[src/hw/rtl/twdl_pkg.sv]
// shared types and constants of the timing wheel with delta-coded slot lists
// no dependencies; used by timer_wheel_delta_lists_core
package twdl_pkg;

    localparam int SLOTS      = 32;
    localparam int SLOT_W     = 5;
    localparam int MAX_TIMERS = 64;
    localparam int ID_W       = 6;
    localparam int LINK_W     = 7;
    localparam int ROLL_W     = 27;
    localparam int FUNC_W     = 3;
    localparam int DATA_W     = 32;
    localparam int CNT_W      = 7;
    localparam int SCAN_W     = 6;

    localparam logic [LINK_W-1:0] NIL             = LINK_W'(MAX_TIMERS);
    localparam logic [ROLL_W-1:0] ROLL_MAX        = '1;
    localparam logic [DATA_W-1:0] MAX_TIMEOUT_RST = 32'd4294967262;
    localparam logic [DATA_W-1:0] NONE_FOUND      = '1;

    localparam logic [FUNC_W-1:0] F_ADD    = 3'd0;
    localparam logic [FUNC_W-1:0] F_DEL    = 3'd1;
    localparam logic [FUNC_W-1:0] F_NEXT   = 3'd2;
    localparam logic [FUNC_W-1:0] F_TARGET = 3'd3;
    localparam logic [FUNC_W-1:0] F_SLEEP  = 3'd4;

    typedef struct packed {
        logic [LINK_W-1:0] nxt;
        logic [LINK_W-1:0] prv;
        logic [SLOT_W-1:0] slot;
        logic [ROLL_W-1:0] roll;
    } t_entry;

    typedef enum logic [4:0] {
        S_IDLE, S_DISP,
        S_U_GOT_ID, S_U_GOT_NX, S_U_PV, S_U_GOT_PV, S_U_END,
        S_I_PREP, S_I_ROLL, S_I_WALK, S_I_CHK, S_I_LNK, S_I_LNK_E, S_I_LNK_L,
        S_NE, S_NE_OUT,
        S_T_GOT_ID, S_T_WALK, S_T_CHK, S_T_OUT,
        S_SL, S_DONE
    } t_state;

    function automatic logic is_nil(input logic [LINK_W-1:0] l);
        return l[LINK_W-1];
    endfunction

    // (rolls - 1) * SLOTS + distance, distance 0 read as SLOTS
    function automatic logic [DATA_W-1:0] expire_of(input logic [DATA_W-1:0] rolls,
                                                    input logic [SLOT_W-1:0] slot,
                                                    input logic [SLOT_W-1:0] cur);
        logic [SLOT_W-1:0] d;
        logic [DATA_W-1:0] span;
        d    = slot - cur;
        span = (d == '0) ? DATA_W'(SLOTS) : DATA_W'(d);
        return ((rolls - 32'd1) << SLOT_W) + span;
    endfunction

endpackage

[src/hw/rtl/twdl_ram.sv]
// single write port, single read port synchronous ram, registered read data
// no dependencies
module twdl_ram #(
    parameter int DEPTH = 64,
    parameter int WIDTH = 46
) (
    input  logic                     i_clk,
    input  logic                     i_we,
    input  logic [$clog2(DEPTH)-1:0] i_waddr,
    input  logic [WIDTH-1:0]         i_wdata,
    input  logic [$clog2(DEPTH)-1:0] i_raddr,
    output logic [WIDTH-1:0]         o_rdata
);

    logic [WIDTH-1:0] r_mem [DEPTH];

    always_ff @(posedge i_clk) begin
        if (i_we) begin
            r_mem[i_waddr] <= i_wdata;
        end
        o_rdata <= r_mem[i_raddr];
    end

endmodule

[src/hw/rtl/timer_wheel_delta_lists_core.sv]
// timing wheel with delta-coded slot lists: sequencer, slot heads, timer entry ram
// depends on twdl_pkg and twdl_ram
//
// usage: drive i_func, i_timer_id, i_ticks and raise start while busy is low; the
// request is taken at that edge and busy stays high until it is done. exactly one
// result per request appears on o_expire_time, o_found, o_status for one cycle,
// marked by o_strobe, in the cycle busy falls. the receiver cannot stall, so no
// result is ever held. max_timeout is written over i_cfg_data with i_cfg_valid,
// o_cfg_ready while idle.
// the single read port of the timer entry ram reads list entries one at a time
// (k = list entries passed or ahead of the timer):
//   delete: if armed, the timer is unlinked (successor, predecessor rewritten)
//   add: walks k entries, stopping at a later entry or at the end of the list;
//        when the timer was armed it is unlinked first
//   next expire: one slot head per cycle, pipelined reads
//   target expire: if armed, walks the k entries ahead of the timer
//   sleep update: rewrites each non-empty slot head, nothing for zero ticks
// reset (synchronous, i_rst_n low) empties all slots, disarms all timers, sets the
// cursor to 0 and max_timeout to 4294967262; no clearing pass is needed.
module timer_wheel_delta_lists_core (
    input  logic                          i_clk,
    input  logic                          i_rst_n,
    input  logic                          start,
    output logic                          busy,
    input  logic [twdl_pkg::FUNC_W-1:0]   i_func,
    input  logic [twdl_pkg::ID_W-1:0]     i_timer_id,
    input  logic [twdl_pkg::DATA_W-1:0]   i_ticks,
    output logic                          o_strobe,
    output logic [twdl_pkg::DATA_W-1:0]   o_expire_time,
    output logic                          o_found,
    output logic                          o_status,
    input  logic                          i_cfg_valid,
    output logic                          o_cfg_ready,
    input  logic [twdl_pkg::DATA_W-1:0]   i_cfg_data
);

    import twdl_pkg::*;

    t_state r_state, n_state;

    logic [FUNC_W-1:0] r_func;
    logic [ID_W-1:0]   r_id;
    logic [DATA_W-1:0] r_ticks, n_ticks;
    logic [DATA_W-1:0] r_max;
    logic [SLOT_W-1:0] r_cur, n_cur;
    logic [LINK_W-1:0] r_head [SLOTS];
    logic [MAX_TIMERS-1:0] r_active;

    logic [SLOT_W-1:0] r_slot, n_slot;
    logic [ROLL_W-1:0] r_roll, n_roll;
    logic [LINK_W-1:0] r_e, n_e, r_last, n_last, r_nx, n_nx, r_pv, n_pv;
    logic [CNT_W-1:0]  r_n, n_n;
    t_entry            r_ew, n_ew, r_lw, n_lw;
    logic [ROLL_W-1:0] r_rid, n_rid;
    logic [DATA_W-1:0] r_sum, n_sum;
    logic [SCAN_W-1:0] r_i, n_i;
    logic              r_pend, n_pend;
    logic [SLOT_W-1:0] r_pslot, n_pslot;
    logic [ID_W-1:0]   r_ph, n_ph;
    logic [SLOT_W-1:0] r_pi, n_pi;
    logic [ROLL_W-1:0] r_best, n_best;
    logic [SLOT_W-1:0] r_bslot, n_bslot;
    logic              r_have, n_have;
    logic [SCAN_W-1:0] r_idx, n_idx;
    logic [ROLL_W-1:0] r_sub, n_sub;
    logic [DATA_W-1:0] r_exp, n_exp;
    logic              r_found, n_found, r_status, n_status, r_strobe, n_strobe;

    // ram and side-array controls
    logic              mem_we;
    logic [ID_W-1:0]   mem_wa, mem_ra;
    t_entry            mem_wd, rd;
    logic [$bits(t_entry)-1:0] mem_rdata;
    logic [SLOT_W-1:0] hd_ra, hd_wa;
    logic [LINK_W-1:0] hd, hd_wd;
    logic              hd_we, act_set, act_clr;

    // scratch
    logic [DATA_W-1:0] q32, tm1;
    logic [DATA_W:0]   r33;
    logic [SLOT_W-1:0] idx5, sc;
    logic              dec;

    twdl_ram #(.DEPTH(MAX_TIMERS), .WIDTH($bits(t_entry))) u_ram (
        .i_clk   (i_clk),
        .i_we    (mem_we),
        .i_waddr (mem_wa),
        .i_wdata (mem_wd),
        .i_raddr (mem_ra),
        .o_rdata (mem_rdata)
    );

    assign rd            = t_entry'(mem_rdata);
    assign hd            = r_head[hd_ra];
    assign busy          = (r_state != S_IDLE);
    assign o_cfg_ready   = ~busy;
    assign o_strobe      = r_strobe;
    assign o_expire_time = r_exp;
    assign o_found       = r_found;
    assign o_status      = r_status;

    always_comb begin
        n_state = r_state;
        n_ticks = r_ticks;  n_cur = r_cur;    n_slot = r_slot;   n_roll = r_roll;
        n_e = r_e;          n_last = r_last;  n_nx = r_nx;       n_pv = r_pv;
        n_n = r_n;          n_ew = r_ew;      n_lw = r_lw;       n_rid = r_rid;
        n_sum = r_sum;      n_i = r_i;        n_pend = r_pend;   n_pslot = r_pslot;
        n_ph = r_ph;        n_pi = r_pi;      n_best = r_best;   n_bslot = r_bslot;
        n_have = r_have;    n_idx = r_idx;    n_sub = r_sub;
        n_exp = r_exp;      n_found = r_found; n_status = r_status;
        n_strobe = 1'b0;
        mem_we = 1'b0;  mem_wa = r_id;  mem_wd = rd;  mem_ra = r_id;
        hd_ra = r_slot; hd_we = 1'b0;   hd_wa = r_slot; hd_wd = NIL;
        act_set = 1'b0; act_clr = 1'b0;
        q32  = r_ticks >> SLOT_W;
        idx5 = r_ticks[SLOT_W-1:0];
        r33  = {1'b0, q32} + (DATA_W+1)'(idx5 != '0);
        tm1  = r_ticks - 32'd1;
        sc   = r_cur + r_i[SLOT_W-1:0];
        dec  = (r_pi != '0) && ({1'b0, r_pi} < r_idx);

        case (r_state)
            S_IDLE: begin
                if (start) begin
                    n_state = S_DISP;
                end
            end
            S_DISP: begin
                n_exp = '0; n_found = 1'b0; n_status = 1'b0;
                n_i = '0; n_pend = 1'b0; n_have = 1'b0;
                case (r_func)
                    F_ADD: begin
                        n_state = r_active[r_id] ? S_U_GOT_ID : S_I_PREP;
                    end
                    F_DEL: begin
                        if (r_active[r_id]) begin
                            n_state = S_U_GOT_ID;
                        end else begin
                            n_status = 1'b1;
                            n_state  = S_DONE;
                        end
                    end
                    F_NEXT: begin
                        n_state = S_NE;
                    end
                    F_TARGET: begin
                        if (r_active[r_id]) begin
                            n_state = S_T_GOT_ID;
                        end else begin
                            n_exp   = NONE_FOUND;
                            n_state = S_DONE;
                        end
                    end
                    F_SLEEP: begin
                        if (r_ticks == '0) begin
                            n_state = S_DONE;
                        end else begin
                            if (idx5 == '0) begin
                                n_idx = SCAN_W'(SLOTS);
                                n_sub = ROLL_W'(q32 - 32'd1);
                            end else begin
                                n_idx = SCAN_W'(idx5);
                                n_sub = q32[ROLL_W-1:0];
                            end
                            n_state = S_SL;
                        end
                    end
                    default: begin
                        n_state = S_DONE;
                    end
                endcase
            end
            // unlink: successor takes our rolls, predecessor or head skips us
            S_U_GOT_ID: begin
                n_nx = rd.nxt; n_pv = rd.prv; n_slot = rd.slot; n_rid = rd.roll;
                mem_ra = rd.nxt[ID_W-1:0];
                n_state = is_nil(rd.nxt) ? S_U_PV : S_U_GOT_NX;
            end
            S_U_GOT_NX: begin
                mem_we = 1'b1;
                mem_wa = r_nx[ID_W-1:0];
                mem_wd = rd;
                mem_wd.roll = rd.roll + r_rid;
                mem_wd.prv  = r_pv;
                n_state = S_U_PV;
            end
            S_U_PV: begin
                mem_ra = r_pv[ID_W-1:0];
                if (is_nil(r_pv)) begin
                    hd_we = 1'b1; hd_wa = r_slot; hd_wd = r_nx;
                    n_state = S_U_END;
                end else begin
                    n_state = S_U_GOT_PV;
                end
            end
            S_U_GOT_PV: begin
                mem_we = 1'b1;
                mem_wa = r_pv[ID_W-1:0];
                mem_wd = rd;
                mem_wd.nxt = r_nx;
                n_state = S_U_END;
            end
            S_U_END: begin
                act_clr = 1'b1;
                n_state = (r_func == F_ADD) ? S_I_PREP : S_DONE;
            end
            S_I_PREP: begin
                n_ticks = (r_ticks > r_max) ? r_max : r_ticks;
                n_state = S_I_ROLL;
            end
            S_I_ROLL: begin
                n_roll = (r33 > (DATA_W+1)'(ROLL_MAX)) ? ROLL_MAX : r33[ROLL_W-1:0];
                n_slot = idx5 + r_cur;
                hd_ra  = idx5 + r_cur;
                n_e    = hd;
                n_last = NIL;
                n_n    = '0;
                n_state = S_I_WALK;
            end
            S_I_WALK: begin
                mem_ra = r_e[ID_W-1:0];
                if (r_n == CNT_W'(MAX_TIMERS)) begin
                    n_e = NIL;
                    n_state = S_I_LNK;
                end else if (is_nil(r_e)) begin
                    n_state = S_I_LNK;
                end else begin
                    n_state = S_I_CHK;
                end
            end
            S_I_CHK: begin
                if (rd.roll <= r_roll) begin
                    n_roll = r_roll - rd.roll;
                    n_last = r_e;
                    n_lw   = rd;
                    n_e    = rd.nxt;
                    n_n    = r_n + 1'b1;
                    n_state = S_I_WALK;
                end else begin
                    n_ew = rd;
                    n_ew.roll = rd.roll - r_roll;
                    n_state = S_I_LNK;
                end
            end
            S_I_LNK: begin
                mem_we = 1'b1;
                mem_wa = r_id;
                mem_wd = '{nxt: r_e, prv: r_last, slot: r_slot, roll: r_roll};
                act_set = 1'b1;
                n_state = S_I_LNK_E;
            end
            S_I_LNK_E: begin
                mem_we = !is_nil(r_e);
                mem_wa = r_e[ID_W-1:0];
                mem_wd = r_ew;
                mem_wd.prv = {1'b0, r_id};
                n_state = S_I_LNK_L;
            end
            S_I_LNK_L: begin
                if (is_nil(r_last)) begin
                    hd_we = 1'b1; hd_wa = r_slot; hd_wd = {1'b0, r_id};
                end else begin
                    mem_we = 1'b1;
                    mem_wa = r_last[ID_W-1:0];
                    mem_wd = r_lw;
                    mem_wd.nxt = {1'b0, r_id};
                end
                n_state = S_DONE;
            end
            // one slot head issued per cycle, its roll checked the cycle after
            S_NE: begin
                if (r_pend && (!r_have || rd.roll < r_best)) begin
                    n_have = 1'b1; n_best = rd.roll; n_bslot = r_pslot;
                end
                hd_ra  = sc + 1'b1;
                mem_ra = hd[ID_W-1:0];
                if (r_i == SCAN_W'(SLOTS)) begin
                    n_pend  = 1'b0;
                    n_state = S_NE_OUT;
                end else begin
                    n_pend  = !is_nil(hd);
                    n_pslot = sc + 1'b1;
                    n_i     = r_i + 1'b1;
                end
            end
            S_NE_OUT: begin
                n_found = r_have;
                n_exp   = r_have ? expire_of(DATA_W'(r_best), r_bslot, r_cur) : NONE_FOUND;
                n_state = S_DONE;
            end
            S_T_GOT_ID: begin
                n_slot = rd.slot;
                n_sum  = DATA_W'(rd.roll);
                hd_ra  = rd.slot;
                n_e    = hd;
                n_n    = '0;
                n_state = S_T_WALK;
            end
            S_T_WALK: begin
                mem_ra = r_e[ID_W-1:0];
                if (is_nil(r_e) || r_e == {1'b0, r_id} || r_n == CNT_W'(MAX_TIMERS)) begin
                    n_state = S_T_OUT;
                end else begin
                    n_state = S_T_CHK;
                end
            end
            S_T_CHK: begin
                n_sum = r_sum + DATA_W'(rd.roll);
                n_e   = rd.nxt;
                n_n   = r_n + 1'b1;
                n_state = S_T_WALK;
            end
            S_T_OUT: begin
                n_found = 1'b1;
                n_exp   = expire_of(r_sum, r_slot, r_cur);
                n_state = S_DONE;
            end
            // write back the previous head while the next one is read
            S_SL: begin
                if (r_pend) begin
                    mem_we = 1'b1;
                    mem_wa = r_ph;
                    mem_wd = rd;
                    mem_wd.roll = rd.roll - r_sub - ROLL_W'(dec);
                end
                hd_ra  = sc;
                mem_ra = hd[ID_W-1:0];
                if (r_i == SCAN_W'(SLOTS)) begin
                    n_pend  = 1'b0;
                    n_cur   = r_cur + tm1[SLOT_W-1:0];
                    n_state = S_DONE;
                end else begin
                    n_pend = !is_nil(hd);
                    n_ph   = hd[ID_W-1:0];
                    n_pi   = r_i[SLOT_W-1:0];
                    n_i    = r_i + 1'b1;
                end
            end
            S_DONE: begin
                n_strobe = 1'b1;
                n_state  = S_IDLE;
            end
            default: begin
                n_state = S_IDLE;
            end
        endcase
    end

    always_ff @(posedge i_clk) begin
        if (!i_rst_n) begin
            r_state <= S_IDLE;
        end else begin
            r_state <= n_state;
        end
    end

    always_ff @(posedge i_clk) begin
        if (!i_rst_n) begin
            r_cur    <= '0;
            r_max    <= MAX_TIMEOUT_RST;
            r_active <= '0;
            r_strobe <= 1'b0;
            for (int k = 0; k < SLOTS; k++) begin
                r_head[k] <= NIL;
            end
        end else begin
            r_cur    <= n_cur;
            r_strobe <= n_strobe;
            if (i_cfg_valid && o_cfg_ready) begin
                r_max <= i_cfg_data;
            end
            if (hd_we) begin
                r_head[hd_wa] <= hd_wd;
            end
            if (act_set) begin
                r_active[r_id] <= 1'b1;
            end else if (act_clr) begin
                r_active[r_id] <= 1'b0;
            end
        end
    end

    always_ff @(posedge i_clk) begin
        if (start && !busy) begin
            r_func  <= i_func;
            r_id    <= i_timer_id;
            r_ticks <= i_ticks;
        end else begin
            r_ticks <= n_ticks;
        end
        r_slot <= n_slot;  r_roll <= n_roll;  r_e <= n_e;        r_last <= n_last;
        r_nx <= n_nx;      r_pv <= n_pv;      r_n <= n_n;        r_ew <= n_ew;
        r_lw <= n_lw;      r_rid <= n_rid;    r_sum <= n_sum;    r_i <= n_i;
        r_pend <= n_pend;  r_pslot <= n_pslot; r_ph <= n_ph;     r_pi <= n_pi;
        r_best <= n_best;  r_bslot <= n_bslot; r_have <= n_have; r_idx <= n_idx;
        r_sub <= n_sub;    r_exp <= n_exp;    r_found <= n_found; r_status <= n_status;
    end

    a_strobe_after_done: assert property (@(posedge i_clk) disable iff (!i_rst_n)
        o_strobe |-> $past(r_state == S_DONE))
        else $error("result strobe without a finished request");

    a_busy_falls_with_result: assert property (@(posedge i_clk) disable iff (!i_rst_n)
        $fell(busy) |-> o_strobe)
        else $error("request ended without a result");

    a_link_unarmed: assert property (@(posedge i_clk) disable iff (!i_rst_n)
        (r_state == S_I_LNK) |-> !r_active[r_id])
        else $error("insert of a timer still on a list");

    a_found_only_query: assert property (@(posedge i_clk) disable iff (!i_rst_n)
        (o_strobe && o_found) |-> (r_func == F_NEXT || r_func == F_TARGET))
        else $error("found flag on a non-query request");

endmodule
[config.mk]
export PLATFORM = sky130hd
export DESIGN_NAME = timer_wheel_delta_lists_core
export DESIGN_NICKNAME = d
export VERILOG_FILES = /design/src/hw/rtl/twdl_pkg.sv /design/src/hw/rtl/twdl_ram.sv /design/src/hw/rtl/timer_wheel_delta_lists_core.sv
export SDC_FILE = /design/constraint.sdc
export NUM_CORES = 2
export LEC_CHECK = 0
export BUFFER_PORTS_ARGS = -buffer_cell sky130_fd_sc_hd__buf_4
export CORE_ASPECT_RATIO = 1.25
export CORE_UTILIZATION = 25
export DETAILED_ROUTE_END_ITERATION = 8
export SLEW_MARGIN = 20
export SYNTH_ARGS = -nofsm -noshare
export SYNTH_HDL_FRONTEND = slang
export SYNTH_SLANG_ARGS = --single-unit
export TNS_END_PERCENT = 10
[constraint.sdc]
create_clock -name i_clk -period 8.7 [get_ports i_clk]
set_input_delay 0.87 -clock i_clk [delete_from_list [all_inputs] [get_ports i_clk]]
set_output_delay 0.87 -clock i_clk [all_outputs]
set_load 0.005 [all_outputs]
---- Yosys cells after proc, flatten, opt, wreduce, memory -nomap -nowiden ----
Memories as Yosys holds them, arrays and structs flattened. A register that Yosys moved wholly into a read port is not among the register bits.
Index checks and enable logic that the tools add are counted.
Widths: inputs -> output; s select.
operators by class
  muxes and demuxes ....................... 82
  bitwise operators ....................... 7
  add/subtract/negate cells ............... 21
  reduce and logical (&&, ||, !) cells .... 54
  magnitude comparators ................... 7
  equality and inequality tests ........... 35
operators by type and width
  operator               count
  $pmux 46 s6            1
  $mux 32                6
  $mux 64                2
  $mux 27                4
  $pmux 32 s3            1
  $pmux 5 s18            1
  $sub 27x1->27 const B  3
  $sub 27x27->27         3
  $add 32x6->32          2
  $and 64x64->64         1
  $not 64->64            1
  $or 64x64->64          1
  $pmux 32 s2            1
  $pmux 27 s2            1
  $mux 7                 7
  $mux 46                1
  $eq 5x4->1 const B     8
  $mux 6                 6
  $add 32x27->32         1
  $gt 32x32->1           1
  $logic_not 32->1       1
  $eq 5x5->1 const B     6
  $mux 5                 6
  $pmux 6 s5             1
  other kinds (56)       140
word-level totals
  output and inout port bits .............. 37
  memories kept ........................... 2
  memory bits (writable) .................. 3168
  bits of input ports ..................... 77
  register bits ........................... 475
  word-level logic and storage cells ...... 245
memories
  name         depth  width  read ports  clocked after Yosys merged registers in  wr ports  RTL line                            text
  u_ram.r_mem  64     46     1           1                                        1         twdl_ram.sv:15                      logic [WIDTH-1:0] r_mem [DEPTH];
  r_head       32     7      1           0                                        32        timer_wheel_delta_lists_core.sv:46  logic [LINK_W-1:0] r_head [SLOTS];

---- Logic depth before layout (Yosys ltp) ----
  depth in word-level cells ............... 8
  depth in mapped cells ................... 26
  mapped depth without buffers ............ 26

---- Cells and area by module ----
Synthesis repeated with hierarchy kept, for this count alone.
second synthesis, totals
  cells, all modules ...................... 9302
  area, all modules ....................... 155434.1 um^2
modules (own cells, without submodules)
  module                        times used  cells each  area an instance (um^2)
  twdl_ram                      1           4805        112180.1
  timer_wheel_delta_lists_core  1           4497        43254.0

---- Least setup slack after synthesis ----
Ideal clock, no wire load.
  path kind ............................... register to register
  start point ............................. register r_pi[1]
  end point ............................... memory u_ram.r_mem[0][20], data pin
  library setup time ...................... 701 ps
  stages on the path, launching flop included .. 25
  arrival ................................. 6550 ps
  setup slack ............................. 1448 ps
  cells stage by stage .................... edfxtp_1 > ha_1 > a21oi_1 > nor2b_1 > o21ai_0 > nand2b_1 > a21oi_1 > o22ai_1 > fa_1 > inv_1 > ha_1 > nor2_1 > fa_1 > nand2_1 > a21oi_1 > o21bai_1 > a41o_1 > a211oi_1 > o41ai_1 > and2_1 > nor4_1 > nor2_1 > a21oi_1 > xor2_1 > o21ai_0
RTL lines
  what                    RTL line                             text
  from (decl)             timer_wheel_delta_lists_core.sv:60   logic [SLOT_W-1:0] r_pi, n_pi;
  from (signal assigned)  timer_wheel_delta_lists_core.sv:394  r_pend <= n_pend; r_pslot <= n_pslot; r_ph <= n_ph; r_pi <= n_pi;
  to (decl)               twdl_ram.sv:15

---- Worst setup path after layout ----
  start point ............................. register r_i[0]
  end point ............................... register u_ram.o_rdata[22] (read register of u_ram.r_mem)
between the ends
  word-level cells in the longest chain between the ends .. 5
RTL lines
  what                    RTL line                             text
  from (decl)             timer_wheel_delta_lists_core.sv:56   logic [SCAN_W-1:0] r_i, n_i;
  from (signal assigned)  timer_wheel_delta_lists_core.sv:393  r_lw <= n_lw; r_rid <= n_rid; r_sum <= n_sum; r_i <= n_i;
  $add 5x5->5 (*)         timer_wheel_delta_lists_core.sv:119  sc = r_cur + r_i[SLOT_W-1:0];
  $add 5x1->5             timer_wheel_delta_lists_core.sv:275  hd_ra = sc + 1'b1;
  $pmux 5 s4 (*)          timer_wheel_delta_lists_core.sv:122  case (r_state)
  $mem_v2 32x7 (*)        n/a
  $pmux 6 s4 (*)          timer_wheel_delta_lists_core.sv:122
  to (decl)               twdl_ram.sv:12                       output logic [WIDTH-1:0] o_rdata
Mark *: on every way between the ends. The rest lies on a longest branch, timed or not.
A chain may end at the register's enable or synchronous reset.

==> metrics.yaml <==
status: "completed"
ys_async_sr_fraction_pct: 0
clk_pin_slew_ns: 0.06
syn_area_um2: 160000
r2r_end: "u_ram.o_rdata[22]"
holdBufCountCts: 9
final_hold_viol_count: 0
seq_area_frac_synth_pct: 68.3
grt_pass1_wl_mm: 722
rsz0062_at_grt: "no"
ys_types: 102
drt-vias-per-instance: 5.03
drt_iter0_markers: 12425
whs_ns: 0.0927
die_width_um: 717
wirelength_mm: 512
fin_setup_tns_ns: 0
globalplace.congestion: 0.896
hold_start: "i_cfg_data[3]"
max_freq_mhz: 139
min_path_cells: 3
required_ns: 9.64
cts_setup_buffers: 0
synthToLayoutAreaGrowth_pct: 16.3
slew_viol_final: 0
vias: 104516
wire_per_inst_um: 24.6
cts.sink_count: 3684
core-area_um2: 635000
drive_gt1_share_pct: 12.4
antenna_found_initial: 16
setup_viol: 0
fin_crit_ns: 7.18
p_leak_nw: 62.3
clk_path_buf_depth: 4
nFillCells: 63386
reg2reg_setup_slack_ns: 1.52
period_share_pct: 82.6
crit_type: "flip-flop to flip-flop"
htreeDepth: 5
hold_class: "primary input to flip-flop"
fp.dieH_um: 896
power_density_nw_per_um2: 383
grt_pass1_vias: 100202
ff2ff_path_depth: 19
synth_flop_cell: "edfxtp_1"
drv_cap: 0
drc: 0
io-pin-count: 114
cts_tree: "done"
syn_nets: 12207
max-slew-margin-rel_pct: 18.3
fin_ws_ns: 1.52
num_rows: 327
cts-resized-gates: 0
worst_slew_pin_slew_ns: 1.22
crit_fanout: 64
clock_skew_ns: 0.0647
dr.pass1.iters: 7
pre_cts_ws_ns: 1.65
syn_area_per_cell_um2: 13.5
clock_latency_ns: 1.01
cts_made_buffers: 360
r2r-start: "r_i[0]"
cp.arrival_ns: 8.13
nets: 12407
endpoint_kind: "flip-flop"
drtAntennaViolNets: 0
start_util_pct: 25.1
synth_edf_count: 3531
ys_ff_latch: 3684
gr-total-overflow: 0
die_area_um2: 642000
root_buffer: "clkbuf_16"
syn_inst: 11865
grt_usage_pct: 15.2
hold-path-endpoint: "r_max[3]"
start_kind: "flip-flop"
ys_warn_count: 0
place_hpwl_mm: 311
grt_max_degree: 97
io_buffers: 113
peakVddDrop_mv: 0.672
==> worst max path at each step <==
stage	endpoint	cells after the start	slack [ns]	start
2_1_floorplan	u_ram.r_mem[0][20]	24	1.45	r_pi[1]
3_3_place_gp	u_ram.o_rdata[0]	20	1.23	r_i[0]
3_5_place_dp	u_ram.o_rdata[16]	20	1.65	r_i[0]
4_1_cts	u_ram.o_rdata[16]	20	1.66	r_i[0]
5_1_grt	u_ram.o_rdata[4]	20	1.37	r_i[0]
6_report	u_ram.o_rdata[22]	19	1.52	r_i[0]
==> where the power goes <==
| group | internal (W) | switching [W] |
|---|---|---|
| registers | 0.0229 | 0.000875 |
| clock network | 0.00876 | 0.00708 |
| logic | 0.0103 | 0.0213 |
==> stage by stage <==
step	utilization (%)	cells	area, um2	power [W]
global route	29.2	20763	186000	0.0742
detailed placement	27.3	20081	174000	0.0555
finish	29.2	20771	186000	0.0712
CTS	29.2	20758	186000	0.0713
global placement	27.3	20074	174000	0.0552
floorplan	-	11865	160000	0.0438
==> sequential cells by signal, summed over array words and instances, names as in the netlist, 32 cells and up, named ones only <==
signal / flops
o_expire_time: 32
r_ew: 39
r_head: 224
r_lw: 39
r_max: 32
r_ticks: 32
u_ram.o_rdata: 46
u_ram.r_mem: 2944
==> metal layers <==
metal  vias to the layer above  wire (um)  global-route usage (%)  part of all wire, %
li1                      45361          -                       -                    -
met1                     53104     196000                    18.7                   38
met2                      4937     248000                    25.9                   48
met3                      1108      39400                    2.38                  7.7
met4                         6      29100                    7.81                  5.7
met5                         -         37                       0               0.0072
==> layout make-up <==
class	count	area (um2)	area share (%)
Clock inverter	201	2260	1.21
Clock buffer	467	9630	5.18
Inverter	304	1140	0.614
Sequential cell	3684	109000	58.7
Antenna cell	11	27.5	0.0148
Tap cell	8389	10500	5.65
Timing Repair Buffer	553	5360	2.89
Multi-Input combinational cell	7162	47800	25.7
==> synthesized netlist by cell type (157+ instances only) <==
library cell | number | area share (%)
a21oi_1 | 294 | 0.92
a32oi_1 | 157 | 0.86
buf_2 | 201 | 0.63
clkbuf_1 | 410 | 0.96
edfxtp_1 | 3531 | 66
ha_1 | 254 | 2.0
inv_1 | 301 | 0.71
mux2i_1 | 431 | 2.7
mux4_2 | 177 | 2.5
nand2_1 | 2085 | 4.9
nand3_1 | 950 | 3.0
nor2_1 | 517 | 1.2
o21ai_0 | 232 | 0.73
xnor2_1 | 157 | 0.86
==> cell families (layout without fill, tap and decap cells) <==
kind of cell / Yosys count / in the layout / synth area share [%]
AOI/OAI and AO/OA: 1705 / 1705 / 7.76
xor gates and xnor gates: 266 / 266 / 1.47
adders and majority gates: 265 / 265 / 2.13
buffers and inverters: 1019 / 1525 / 2.68
DFF: 3684 / 3684 / 68.3
muxes: 694 / 694 / 5.80
other: 0 / 11 / 0
and+or+nand+nor: 4232 / 4232 / 11.9
==> layout by cell type (no fill, tap or decap), types with 75 or more instances in the layout <==
cell,Yosys,layout
nand3_1,950,936
inv_1,301,300
a22oi_1,136,130
and3_1,83,82
mux4_2,177,177
o21ai_0,232,220
dfxtp_1,153,153
o211ai_1,96,96
a21boi_0,93,92
mux2_2,82,82
buf_4,31,450
ha_1,254,254
nor2_1,517,435
nor3_1,102,96
clkbuf_16,0,360
nand4_1,121,121
clkbuf_1,410,85
a21oi_1,294,293
nand2_1,2085,2076
xor2_1,108,108
a32oi_1,157,157
xnor2_1,157,157
buf_12,0,88
mux2i_1,431,431
nor2_4,0,75
edfxtp_1,3531,3531
==> worst max-delay path, stage by stage (launching register included) <==
cell and delay (ns):
edfxtp_1 0.47, ha_1 0.26, fa_1 0.50, ha_1 0.32
and3b_1 0.18, a32oi_1 0.64, and2_2 0.43, buf_4 0.27
a31oi_1 0.12, a32oi_1 0.26, mux2_2 0.20, o22ai_1 0.21
or3_1 0.55, nand2_2 0.64, buf_4 0.45, nor2_4 0.06
buf_12 0.23, a221o_1 0.41, a221oi_1 0.55, or4_1 0.21
No activity file was read; power rests on OpenSTA's default activity.
